### src/rtl/crt_pkg.sv
// Shared types, constants and the timing recompute function for the CRT sync timing core.
package crt_pkg;

    localparam int CHARS_LINE = 128;
    localparam int NUM_REGS = 18;
    localparam int REG_IDX_W = $clog2(NUM_REGS);

    localparam logic [7:0] REG_HDISP = 8'd1;
    localparam logic [7:0] REG_HSYNC_POS = 8'd2;
    localparam logic [7:0] REG_SYNC_WIDTH = 8'd3;
    localparam logic [7:0] REG_VDISP = 8'd6;
    localparam logic [7:0] REG_VSYNC_POS = 8'd7;
    localparam logic [7:0] REG_MAX_RASTER = 8'd9;
    localparam logic [7:0] REG_READ_FIRST = 8'd12;
    localparam logic [7:0] REG_COUNT = 8'(NUM_REGS);

    localparam logic [7:0] WIDE_LIMIT = 8'd40;
    localparam logic [7:0] READ_INVALID = 8'hFF;
    localparam logic [15:0] VSYNC_DEFAULT_WIDTH = 16'd8;

    typedef enum logic [1:0] {
        REQ_WRITE = 2'd0,
        REQ_READ  = 2'd1,
        REQ_LINE  = 2'd2,
        REQ_TICK  = 2'd3
    } t_req;

    typedef struct packed {
        t_req        req_type;
        logic        addr_bit;
        logic [7:0]  write_data;
        logic [15:0] line_number;
        logic [6:0]  char_position;
    } t_in_word;

    typedef struct packed {
        logic [7:0] read_data;
        logic       display_on;
        logic       hsync_level;
        logic       vsync_level;
    } t_out_word;

    typedef struct packed {
        logic [8:0]  hs_start;
        logic [9:0]  hs_end;
        logic [15:0] vs_start;
        logic [15:0] vs_end;
        logic [8:0]  de_char;
        logic [15:0] de_line;
    } t_timing;

    typedef struct packed {
        logic display;
        logic hsync;
        logic vsync;
    } t_flags;

    localparam t_timing TIMING_RESET = '{
        hs_start: 9'd94,
        hs_end:   10'd98,
        vs_start: 16'd224,
        vs_end:   16'd227,
        de_char:  9'd80,
        de_line:  16'd200
    };

    localparam t_flags FLAGS_RESET = '{display: 1'b0, hsync: 1'b1, vsync: 1'b1};

    function automatic t_timing timing_calc(
        input logic [7:0] r1,
        input logic [7:0] r2,
        input logic [7:0] r3,
        input logic [7:0] r6,
        input logic [7:0] r7,
        input logic [7:0] r9
    );
        t_timing     t;
        logic        wide;
        logic [8:0]  rows;
        logic [16:0] vs_prod;
        logic [16:0] de_prod;
        logic [3:0]  vwidth;
        wide = r1 > WIDE_LIMIT;
        rows = {1'b0, r9} + 9'd1;
        t.hs_start = wide ? {1'b0, r2} : {r2, 1'b0};
        t.hs_end = {1'b0, t.hs_start} + {6'd0, r3[3:0]};
        vs_prod = {9'd0, r7} * {8'd0, rows};
        t.vs_start = vs_prod[15:0];
        vwidth = r3[7:4];
        t.vs_end = t.vs_start + ((vwidth != 4'd0) ? {12'd0, vwidth} : VSYNC_DEFAULT_WIDTH);
        t.de_char = wide ? {1'b0, r1} : {r1, 1'b0};
        de_prod = {9'd0, r6} * {8'd0, rows};
        t.de_line = de_prod[15:0];
        return t;
    endfunction

endpackage

### src/rtl/crt_regs.sv
// Index/data register file, bus reads and the derived sync timing values.
module crt_regs (
    input  logic              i_clk,
    input  logic              i_rst_n,
    input  logic              i_adv,
    input  crt_pkg::t_in_word i_word,
    output logic [7:0]        o_read_data,
    output crt_pkg::t_timing  o_timing
);

    logic [7:0]       r_regs [crt_pkg::NUM_REGS];
    logic [7:0]       n_regs [crt_pkg::NUM_REGS];
    logic [7:0]       r_index;
    logic [7:0]       n_index;
    crt_pkg::t_timing r_timing;
    crt_pkg::t_timing n_timing;
    logic [7:0]       w_rd;

    always_comb begin
        n_regs = r_regs;
        n_index = r_index;
        n_timing = r_timing;
        w_rd = 8'd0;
        if (i_adv) begin
            case (i_word.req_type)
                crt_pkg::REQ_WRITE: begin
                    if (i_word.addr_bit) begin
                        if (r_index < crt_pkg::REG_COUNT) begin
                            n_regs[r_index[crt_pkg::REG_IDX_W-1:0]] = i_word.write_data;
                            n_timing = crt_pkg::timing_calc(
                                n_regs[crt_pkg::REG_HDISP[crt_pkg::REG_IDX_W-1:0]],
                                n_regs[crt_pkg::REG_HSYNC_POS[crt_pkg::REG_IDX_W-1:0]],
                                n_regs[crt_pkg::REG_SYNC_WIDTH[crt_pkg::REG_IDX_W-1:0]],
                                n_regs[crt_pkg::REG_VDISP[crt_pkg::REG_IDX_W-1:0]],
                                n_regs[crt_pkg::REG_VSYNC_POS[crt_pkg::REG_IDX_W-1:0]],
                                n_regs[crt_pkg::REG_MAX_RASTER[crt_pkg::REG_IDX_W-1:0]]);
                        end
                    end else begin
                        n_index = i_word.write_data;
                    end
                end
                crt_pkg::REQ_READ: begin
                    if (i_word.addr_bit) begin
                        if (r_index >= crt_pkg::REG_READ_FIRST && r_index < crt_pkg::REG_COUNT) begin
                            w_rd = r_regs[r_index[crt_pkg::REG_IDX_W-1:0]];
                        end else begin
                            w_rd = crt_pkg::READ_INVALID;
                        end
                    end else begin
                        w_rd = r_index;
                    end
                end
                default: begin
                end
            endcase
        end
    end

    always_ff @(posedge i_clk) begin
        if (!i_rst_n) begin
            for (int i = 0; i < crt_pkg::NUM_REGS; i++) begin
                r_regs[i] <= 8'd0;
            end
            r_index <= 8'd0;
            r_timing <= crt_pkg::TIMING_RESET;
        end else begin
            r_regs <= n_regs;
            r_index <= n_index;
            r_timing <= n_timing;
        end
    end

    assign o_read_data = w_rd;
    assign o_timing = r_timing;

endmodule

### src/rtl/crt_sync.sv
// Display enable, hsync and vsync level tracking for line starts and character ticks.
module crt_sync (
    input  logic              i_clk,
    input  logic              i_rst_n,
    input  logic              i_adv,
    input  crt_pkg::t_in_word i_word,
    input  crt_pkg::t_timing  i_timing,
    output crt_pkg::t_flags   o_flags
);

    localparam logic [9:0]  LIMIT_9  = 10'(crt_pkg::CHARS_LINE);
    localparam logic [10:0] LIMIT_10 = 11'(crt_pkg::CHARS_LINE);

    crt_pkg::t_flags r_flags;
    crt_pkg::t_flags n_flags;
    logic            w_de_hit;
    logic            w_hs_on_hit;
    logic            w_hs_off_hit;

    assign w_de_hit = ({1'b0, i_timing.de_char} < LIMIT_9)
                      && ({2'b0, i_word.char_position} == i_timing.de_char);
    assign w_hs_on_hit = ({1'b0, i_timing.hs_start} < LIMIT_9)
                         && ({2'b0, i_word.char_position} == i_timing.hs_start);
    assign w_hs_off_hit = ({1'b0, i_timing.hs_end} < LIMIT_10)
                          && ({3'b0, i_word.char_position} == i_timing.hs_end);

    always_comb begin
        n_flags = r_flags;
        if (i_adv) begin
            case (i_word.req_type)
                crt_pkg::REQ_LINE: begin
                    n_flags.display = i_word.line_number < i_timing.de_line;
                    n_flags.vsync = (i_timing.vs_start <= i_word.line_number)
                                    && (i_word.line_number <= i_timing.vs_end);
                    n_flags.hsync = 1'b0;
                end
                crt_pkg::REQ_TICK: begin
                    if (w_de_hit) begin
                        n_flags.display = 1'b0;
                    end
                    if (w_hs_off_hit) begin
                        n_flags.hsync = 1'b0;
                    end else if (w_hs_on_hit) begin
                        n_flags.hsync = 1'b1;
                    end
                end
                default: begin
                end
            endcase
        end
    end

    always_ff @(posedge i_clk) begin
        if (!i_rst_n) begin
            r_flags <= crt_pkg::FLAGS_RESET;
        end else begin
            r_flags <= n_flags;
        end
    end

    assign o_flags = n_flags;

    // The end column wins over the start column when both match.
    a_hsync_end_wins: assert property (@(posedge i_clk) disable iff (!i_rst_n)
        i_adv && i_word.req_type == crt_pkg::REQ_TICK && w_hs_off_hit |=> !r_flags.hsync)
        else $error("hsync still high after its end column");

endmodule

### src/rtl/crt_controller_sync_timing_core.sv
// Top level of the CRT sync timing core: input register, processing stage, result register.
// A word accepted into the input register is processed and moved into the result register when the output can take it.
// Throughput: one word per cycle while the output is not stalled; the state update of one word is seen by the next.
// The input register and the result register let a word enter while a result waits.
// Reset is synchronous and active low: registers clear to zero, the index to zero, the
// timing values to their power-on defaults, display low and both syncs high.
module crt_controller_sync_timing_core (
    input  logic               i_clk,
    input  logic               i_rst_n,
    input  logic               i_in_valid,
    output logic               o_in_ready,
    input  crt_pkg::t_in_word  i_in_word,
    output logic               o_out_valid,
    input  logic               i_out_ready,
    output crt_pkg::t_out_word o_out_word
);

    logic               r_in_valid;
    crt_pkg::t_in_word  r_in;
    logic               r_out_valid;
    crt_pkg::t_out_word r_out;
    logic               w_adv;
    logic [7:0]         w_read_data;
    crt_pkg::t_timing   w_timing;
    crt_pkg::t_flags    w_flags;

    assign w_adv = r_in_valid && (!r_out_valid || i_out_ready);
    assign o_in_ready = !r_in_valid || w_adv;

    crt_regs u_regs (
        .i_clk       (i_clk),
        .i_rst_n     (i_rst_n),
        .i_adv       (w_adv),
        .i_word      (r_in),
        .o_read_data (w_read_data),
        .o_timing    (w_timing)
    );

    crt_sync u_sync (
        .i_clk    (i_clk),
        .i_rst_n  (i_rst_n),
        .i_adv    (w_adv),
        .i_word   (r_in),
        .i_timing (w_timing),
        .o_flags  (w_flags)
    );

    always_ff @(posedge i_clk) begin
        if (!i_rst_n) begin
            r_in_valid <= 1'b0;
            r_out_valid <= 1'b0;
        end else begin
            if (o_in_ready) begin
                r_in_valid <= i_in_valid;
            end
            if (w_adv) begin
                r_out_valid <= 1'b1;
            end else if (i_out_ready) begin
                r_out_valid <= 1'b0;
            end
        end
    end

    always_ff @(posedge i_clk) begin
        if (o_in_ready && i_in_valid) begin
            r_in <= i_in_word;
        end
        if (w_adv) begin
            r_out.read_data <= w_read_data;
            r_out.display_on <= w_flags.display;
            r_out.hsync_level <= w_flags.hsync;
            r_out.vsync_level <= w_flags.vsync;
        end
    end

    assign o_out_valid = r_out_valid;
    assign o_out_word = r_out;

    a_in_held: assert property (@(posedge i_clk) disable iff (!i_rst_n)
        r_in_valid && !w_adv |=> r_in_valid && $stable(r_in))
        else $error("pending input word lost or changed while stalled");

    a_out_from_in: assert property (@(posedge i_clk) disable iff (!i_rst_n)
        $rose(r_out_valid) |-> $past(r_in_valid))
        else $error("result appeared without a pending input word");

    a_ready_when_empty: assert property (@(posedge i_clk) disable iff (!i_rst_n)
        !r_in_valid |-> o_in_ready)
        else $error("input not ready with an empty input register");

endmodule
### config.mk
export PLATFORM = sky130hd
export DESIGN_NAME = crt_controller_sync_timing_core
export DESIGN_NICKNAME = d
export VERILOG_FILES = /design/src/rtl/crt_pkg.sv /design/src/rtl/crt_regs.sv /design/src/rtl/crt_sync.sv /design/src/rtl/crt_controller_sync_timing_core.sv
export SDC_FILE = /design/constraint.sdc
export NUM_CORES = 1
export LEC_CHECK = 0
export BUFFER_PORTS_ARGS = -buffer_cell sky130_fd_sc_hd__buf_4
export CAP_MARGIN = 20
export CORE_MARGIN = 2
export CORE_UTILIZATION = 50
export CTS_CLUSTER_SIZE = 40
export DETAILED_ROUTE_END_ITERATION = 6
export GPL_TIMING_DRIVEN = 0
export PLACE_DENSITY = 0.73
export SYNTH_ARGS = -nofsm -noshare
export SYNTH_HDL_FRONTEND = slang
export SYNTH_HIERARCHICAL = 1
export SYNTH_SLANG_ARGS = --single-unit
### constraint.sdc
create_clock -name i_clk -period 11.2 [get_ports i_clk]
set_input_delay 0.56 -clock i_clk [delete_from_list [all_inputs] [get_ports i_clk]]
set_output_delay 0.56 -clock i_clk [all_outputs]
set_load 0.03 [all_outputs]
==> results of run 1 <==
==> cell type report <==
| class | instances | area, um^2 |
|---|---|---|
| clock buffers | 35 | 713 |
| multi-input cells | 1316 | 9930 |
| clock inverters | 9 | 130 |
| flip-flops and latches | 232 | 5090 |
| plain buffers | 104 | 428 |
| repair buffers | 53 | 422 |
| inverters | 162 | 608 |
| well taps | 402 | 503 |
| fillers | 2792 | 13700 |
==> metrics by stage <==
step           cells  power, mW   util  worst slack (ns)  hold WS, ns
3_5_place_dp    2268       1.04  0.538              2.46        0.447
6_report        2313       1.87  0.565              2.22        0.195
2_1_floorplan   1814      0.977      -              4.12        0.429
5_1_grt         2313       1.92  0.565              1.83        0.188
4_1_cts         2312       1.87  0.565              2.36        0.188
3_3_place_gp    2266       1.03  0.537              2.49        0.440
==> metal layers <==
metal	vias to the layer above	GRT usage	share of wire	routed length (um)
met5	-	0	0.00038	17
met4	2	0.0982	0.033	1480
met3	119	0.0439	0.090	4070
met2	623	0.430	0.46	20600
met1	6584	0.369	0.42	19000
li1	6285	-	-	-
==> path summary, 6_finish.rpt <==
path / endpoint / slack (ns) / cells after the start
worst min register to register: u_regs/o_timing[9] / 0.45 / 2
worst max-delay path: u_regs/o_timing[39] / 2.22 / 29
worst min-delay path: r_in[24] / 0.19 / 1
worst max register to register: u_regs/o_timing[39] / 2.22 / 29
==> cell usage in the layout, fill, tap and decap left out, types with 58 or more instances in the layout <==
| cell type | Yosys | layout |
|---|---|---|
| inv_1 | 162 | 162 |
| ha_1 | 126 | 126 |
| a21oi_1 | 111 | 110 |
| o21ai_0 | 58 | 58 |
| dfxtp_1 | 187 | 187 |
| nand2_1 | 191 | 191 |
| clkbuf_1 | 82 | 87 |
| nor2_1 | 234 | 234 |
| mux2i_1 | 88 | 88 |
| fa_1 | 84 | 84 |
==> power groups by stage <==
stage | Clock (mW) | Combinational, mW | Sequential (mW)
after floorplan | 0 | 0.0770 | 0.900
after global placement | 0 | 0.127 | 0.903
after detailed placement | 0 | 0.133 | 0.903
after CTS | 0.855 | 0.134 | 0.884
after global routing | 0.887 | 0.148 | 0.886
final | 0.850 | 0.137 | 0.885
==> worst max-delay path: cells and delay by family, from the launching register on <==
| kind | cells | cell delay, ns |
|---|---|---|
| AOI/OAI and AO/OA | 4 | 0.65 |
| and+or+nand+nor | 9 | 2.00 |
| buffers and inverters | 6 | 1.36 |
| muxes | 1 | 0.36 |
| xor gates and xnor gates | 3 | 1.49 |
| DFF | 1 | 0.34 |
| adders and majority gates | 6 | 2.61 |
==> logic make-up after synthesis <==
group | after synthesis
simple gates | 622
mux | 114
flops | 232
buf+inv | 266
compound gates | 296
fa+ha+maj | 210
xor+xnor | 74
==> registers in the layout, summed over array words and instances (netlist names) <==
| register | count |
|---|---|
| o_out_valid | 1 |
| o_out_word | 11 |
| r_in | 34 |
| r_in_valid | 1 |
| u_regs/o_timing | 76 |
| u_regs/r_index | 8 |
| u_regs/r_regs | 98 |
| u_sync/r_flags | 3 |
==> impl_results.md, run 1 <==
* Syn_area_per_cell at 8.85 um^2
* Post-CTS Setup Repair Bufs at 0
* Asr flop ratio synth at 0
* Root buffer cell: clkbuf_16
* Worst-path fanout max at 10
* Area post-placement at 0.0170 mm^2
* Cell-internal power at 1.43 mW
* Area grow syn2layout at 11.1%
* Status: finished clean
* IO Count at 51
* Die Width at 183 um
* XOR/XNOR Fraction of Synth Area at 0.0408
* CP startpoint kind: register
* Min-delay worst type: in2reg
* CP max stage delay at 0.83 ns
* Worst skew pair latency at 0.54 ns
* Die height at 183 um
* Synthesized netlist cell count at 1,814
* Count of pins over their slew limit at 0
* Drt first-iter violations at 1,287
* Remaining DRCs at 0
* Lkg Pwr at 7.65 nW
* CP Capture Type: register
* Sw frac at 0.237
* Gpl congestion at 0.918
* Core box area at 0.0316 mm^2
* Final ANT Viol Nets at 0
* Synth Area in Compound Gates at 0.116
* Largest family of logic cells by synthesized area: adder cells
* Tcrit/Tclk final at 0.802
* DR vias at 13,600
* Cell area power density at 105 mW/mm^2
* Area contributors post-synth: dfxtp_1 23%, fa_1 10%, ha_1 9.8%
* PortBufs at 50
* Vias per inst at 5.89
* Final Hold Viols at 0
* Overflow after GRT at 0
* Setup crit start: u_regs/r_index[2]
* Slew @ Worst Pin at 1.25 ns
* HP Start: i_in_word[24]
* Gate power share at 0.073
* Ant. Diodes at 0
* CTS Buf Count at 24
* Initial core utilization at 0.509
* Ys flop type: dfxtp_1
* Initial antenna violation count at 1
* Cell taking the most area after synthesis: dfxtp_1
* Seq cells post-synth at 232
* CTS tree: yes
* Final HPWL DP at 33.9 mm
* Critical Path AT at 9.35 ns
* Number of setup violations in the final report at 0
* WL per Instance at 19.5 um
* RSZ-0062 raised after global routing: false
* CP dominant cell by count: fa_1
* # nets final at 2,141
* Post-cts repair resize count at 0
* DIE AREA at 0.0336 mm^2
* Psw at 444 uW
* Most numerous cell in the Yosys netlist: nor2_1
* H-tree Lvls at 1
* Post-Synth Simple-Gate Area at 0.179
* Clock share of power at 0.454
* Max Cap Violations at 0
* TritonCTS Sinks at 232
* Largest net degree at the start of global routing at 24
* Post-synth EDFFs at 45
* CP required at 11.57 ns
* Final WL at 45.2 mm
* Clock-pin slew on the worst setup and hold paths at 0.07 ns
* Peak VDD IR at 116 uV
* Global-route wire length before repair at 70.9 mm
* Syn_nets at 2,062
* Slew headroom at 0.165
* First-pass iteration count of the detailed router at 5
* Setup Skew at 0.0292 ns
* Share of cells above drive strength 1 at 0.0895
* Final min period at 8.98 ns
* Adder-Cell Fraction of Synth Area at 0.203
* Sequential area share after synthesis at 0.317
* Cts hold-fix bufs at 0
* Row cnt at 65
* Worst path slowest cell: xnor2_1
* Most frequent cells after synthesis: 234 x nor2_1, 191 x nand2_1, 187 x dfxtp_1
* Total Routing Usage GR at 0.269
* Setup_tns at 0 ns
* Mapped Area at 0.0161 mm^2
* Final Cell Area at 0.0178 mm^2
* YS warnings at 6
* R2r startpoint: u_regs/r_index[2]
* Maximum clock path buffer count at 3
* Area fraction of the dominant cell type after synthesis at 0.233
* Count of different cell masters after synthesis at 83
* Crit Path Category: reg2reg
* Fmax at 111 MHz
* Number of global-route vias before repair at 13,100
* Multiplexer area fraction after synthesis at 0.0794
* Flop pwr share at 0.473
(Power assumes the default switching activity.)
==> inputs of run 2 (changes only) <==
Settings changed: PLACE_DENSITY 0.73 to 0.76.
Clock period 11.2 ns to 7.2 ns, I/O delays scaled along.
==> run 2 against run 1 <==
Clock-buffer cell count did not move. Sequential power increased by 56%. Hold slack lost 0.19 ns. Clock power is 67% higher. Register-to-register slack lost 2.1 ns. Power rose by 62%. Sequential share of layout area shrank 1.4 points. Maximum frequency increased by 26%. Critical endpoint is now u_regs/o_timing[40]. Largest cell class unchanged.
==> impl_results.md, run 2 (synthesis gave the netlist of run 1 again) <==
* Max Cap Violations at 0 (unchanged)
* # nets final at 2,184 (+2.0%)
* PortBufs at 50 (unchanged)
* Setup Skew at 0.0227 ns (-0.00655 ns)
* Row cnt at 65 (unchanged)
* Overflow after GRT at 0 (unchanged)
* Remaining DRCs at 0 (unchanged)
* Peak VDD IR at 173 uV (+50%)
* CP required at 7.58 ns (-3.99 ns)
* Hold-critical path depth at 1 (unchanged)
* Total Routing Usage GR at 0.275 (+0.00597)
* CP startpoint kind: register
* Final Cell Area at 0.0187 mm^2 (+5.0%)
* Commonest non-fill, non-tap cell in the layout: nor2_1
* Share of cells above drive strength 1 at 0.121 (+0.0317)
* Initial antenna violation count at 0 (-1)
* Slew headroom at 0.231 (+0.0660)
* R2r startpoint: u_regs/r_index[2]
* Final HPWL DP at 34.0 mm (+0.47%)
* TritonCTS Sinks at 232 (unchanged)
* Die Width at 183 um (unchanged)
* Most frequent cells in the layout: 231 x nor2_1, 191 x nand2_1, 187 x dfxtp_1
* Reg2reg end: u_regs/o_timing[40]
* Final min period at 7.12 ns (-1.86 ns)
* Biggest register: u_regs/r_regs
* CTS Buf Count at 26 (+8.3%)
* Area grow syn2layout at 16.7%
* WL per Instance at 20.1 um (+2.9%)
* Largest net degree at the start of global routing at 24 (unchanged)
* Global-route wire length before repair at 72.9 mm (+2.8%)
* Cell area power density at 162 mW/mm^2 (+54%)
* H-tree Lvls at 1 (unchanged)
* Lkg Pwr at 8.00 nW (+4.5%)
* Clock-pin slew on the worst setup and hold paths at 0.06 ns (about the same)
* Ant. Diodes at 0 (unchanged)
* IO Count at 51 (unchanged)
* R2R depth at 30 (+3.4%)
* Fmax at 141 MHz (+26%)
* Setup_tns at 0 ns (unchanged)
* Tcrit/Tclk final at 0.988 (+0.187)
* CP Capture Type: register
* Worst path slowest cell: fa_1
* Number of global-route vias before repair at 13,900 (+6.1%)
* Min-delay worst type: in2reg
* Worst skew pair latency at 0.55 ns (about the same)
* CP max stage delay at 0.55 ns (-0.28 ns)
* Crit Path Category: reg2reg
* Die height at 183 um (unchanged)
* CTS tree: yes
* First-pass iteration count of the detailed router at 5 (unchanged)
* Final Hold Viols at 0 (unchanged)
* Core box area at 0.0316 mm^2 (unchanged)
* Status: finished clean
* DIE AREA at 0.0336 mm^2 (unchanged)
* DR vias at 14,200 (+4.1%)
* Slew @ Worst Pin at 1.14 ns (-0.108 ns)
* Gpl congestion at 0.922 (+0.49%)
* Design Power at 3.03 mW (+62%)
* Initial core utilization at 0.509 (unchanged)
* Area post-placement at 0.0170 mm^2 (about the same)
* Number of setup violations in the final report at 0 (unchanged)
* Critical Path AT at 7.50 ns (-1.85 ns)
* Worst hold endpoint: r_in[10]
* Flip-flop count of the largest register after layout at 98 (unchanged)
* Vias per inst at 6.01 (+2.1%)
* HP Start: i_in_word[10]
* Final ANT Viol Nets at 0 (unchanged)
* Drt first-iter violations at 1,590 (+24%)
* Final WL at 47.4 mm (+4.9%)
* Maximum clock path buffer count at 3 (unchanged)
* CP dominant cell by count: fa_1
* Worst-path fanout max at 10 (unchanged)
* Count of pins over their slew limit at 0 (unchanged)
* R2R setup slack at 0.08 ns (-2.14 ns)
* Final hold slack at 0.00596 ns (-0.189 ns)
* Root buffer cell: clkbuf_16
[run 2: changes by cell type in the layout (fill, tap and decap cells not counted), moves of 4 or more]
cell and change:
buf_4 +12, xnor2_1 -7, ha_1 -4, xnor2_2 +4, xor2_1 -4, a31oi_1 -4, mux2i_1 -4, clkbuf_1 -9
dlygate4sd3_1 +32
[run 2: where the power goes]
group / leakage, nW / switching (mW) / internal (mW)
Clock: 0.453 / 0.571 / 0.852
Sequential: 1.94 / 0.0271 / 1.35
Combinational: 5.61 / 0.145 / 0.0862
[run 2: stage by stage]
| stage | cells | setup WS [ns] | utilization |
|---|---|---|---|
| floorplan | 1814 | 0.118 | - |
| global placement | 2266 | -1.46 | 0.537 |
| detailed placement | 2267 | -1.56 | 0.538 |
| CTS | 2353 | 0.0612 | 0.586 |
| global route | 2358 | -0.0475 | 0.594 |
| finish | 2358 | 0.0833 | 0.594 |
[run 2: area by class of cell]
| type | instances | area, um^2 |
|---|---|---|
| plain buffers | 102 | 453 |
| clock buffers | 35 | 756 |
| clock inverters | 13 | 179 |
| fillers | 2602 | 12800 |
| inverters | 162 | 611 |
| multi-input cells | 1316 | 10300 |
| flip-flops and latches | 232 | 5090 |
| well taps | 402 | 503 |
| repair buffers | 96 | 825 |
[run 2: how the worst max path moves through the flow]
| stage | end | cells after the start | from | slack [ns] |
|---|---|---|---|---|
| CTS | u_regs/o_timing[40] | 29 | u_regs/r_index[4] | 0.06 |
| floorplan | u_regs/o_timing[39] | 29 | u_regs/r_index[2] | 0.12 |
| finish | u_regs/o_timing[40] | 30 | u_regs/r_index[2] | 0.08 |
| detailed placement | u_regs/o_timing[39] | 29 | u_regs/r_index[2] | -1.56 |
| global route | u_regs/o_timing[40] | 30 | u_regs/r_index[2] | -0.05 |
| global placement | u_regs/o_timing[39] | 29 | u_regs/r_index[2] | -1.46 |
[run 2: worst max-delay path, delay by kind of cell, from the launching register on]
kind	cells	cell delay (ns)
AO/OA/AOI/OAI	5	0.76
flip-flops	1	0.34
adder cells (fa/ha/maj)	6	2.47
multiplexers	1	0.19
XOR/XNOR	3	0.73
AND/OR/NAND/NOR	8	1.51
buffers and inverters	7	0.93
[run 2: per-layer routing]
layer	GRT usage	part of all wire	vias to the layer above
li1	-	-	6377
met1	0.361	0.40	6859
met2	0.448	0.46	779
met3	0.0447	0.092	150
met4	0.125	0.044	0
met5	0	0	-
[run 2: timing repair]
item,CTS,global route
resized for setup,40,42
pin swaps,9,15
endpoints found under the setup margin,28,13
hold buffers,32,0
hold endpoints to repair,32,0
gates cloned,0,0
setup buffers,8,5
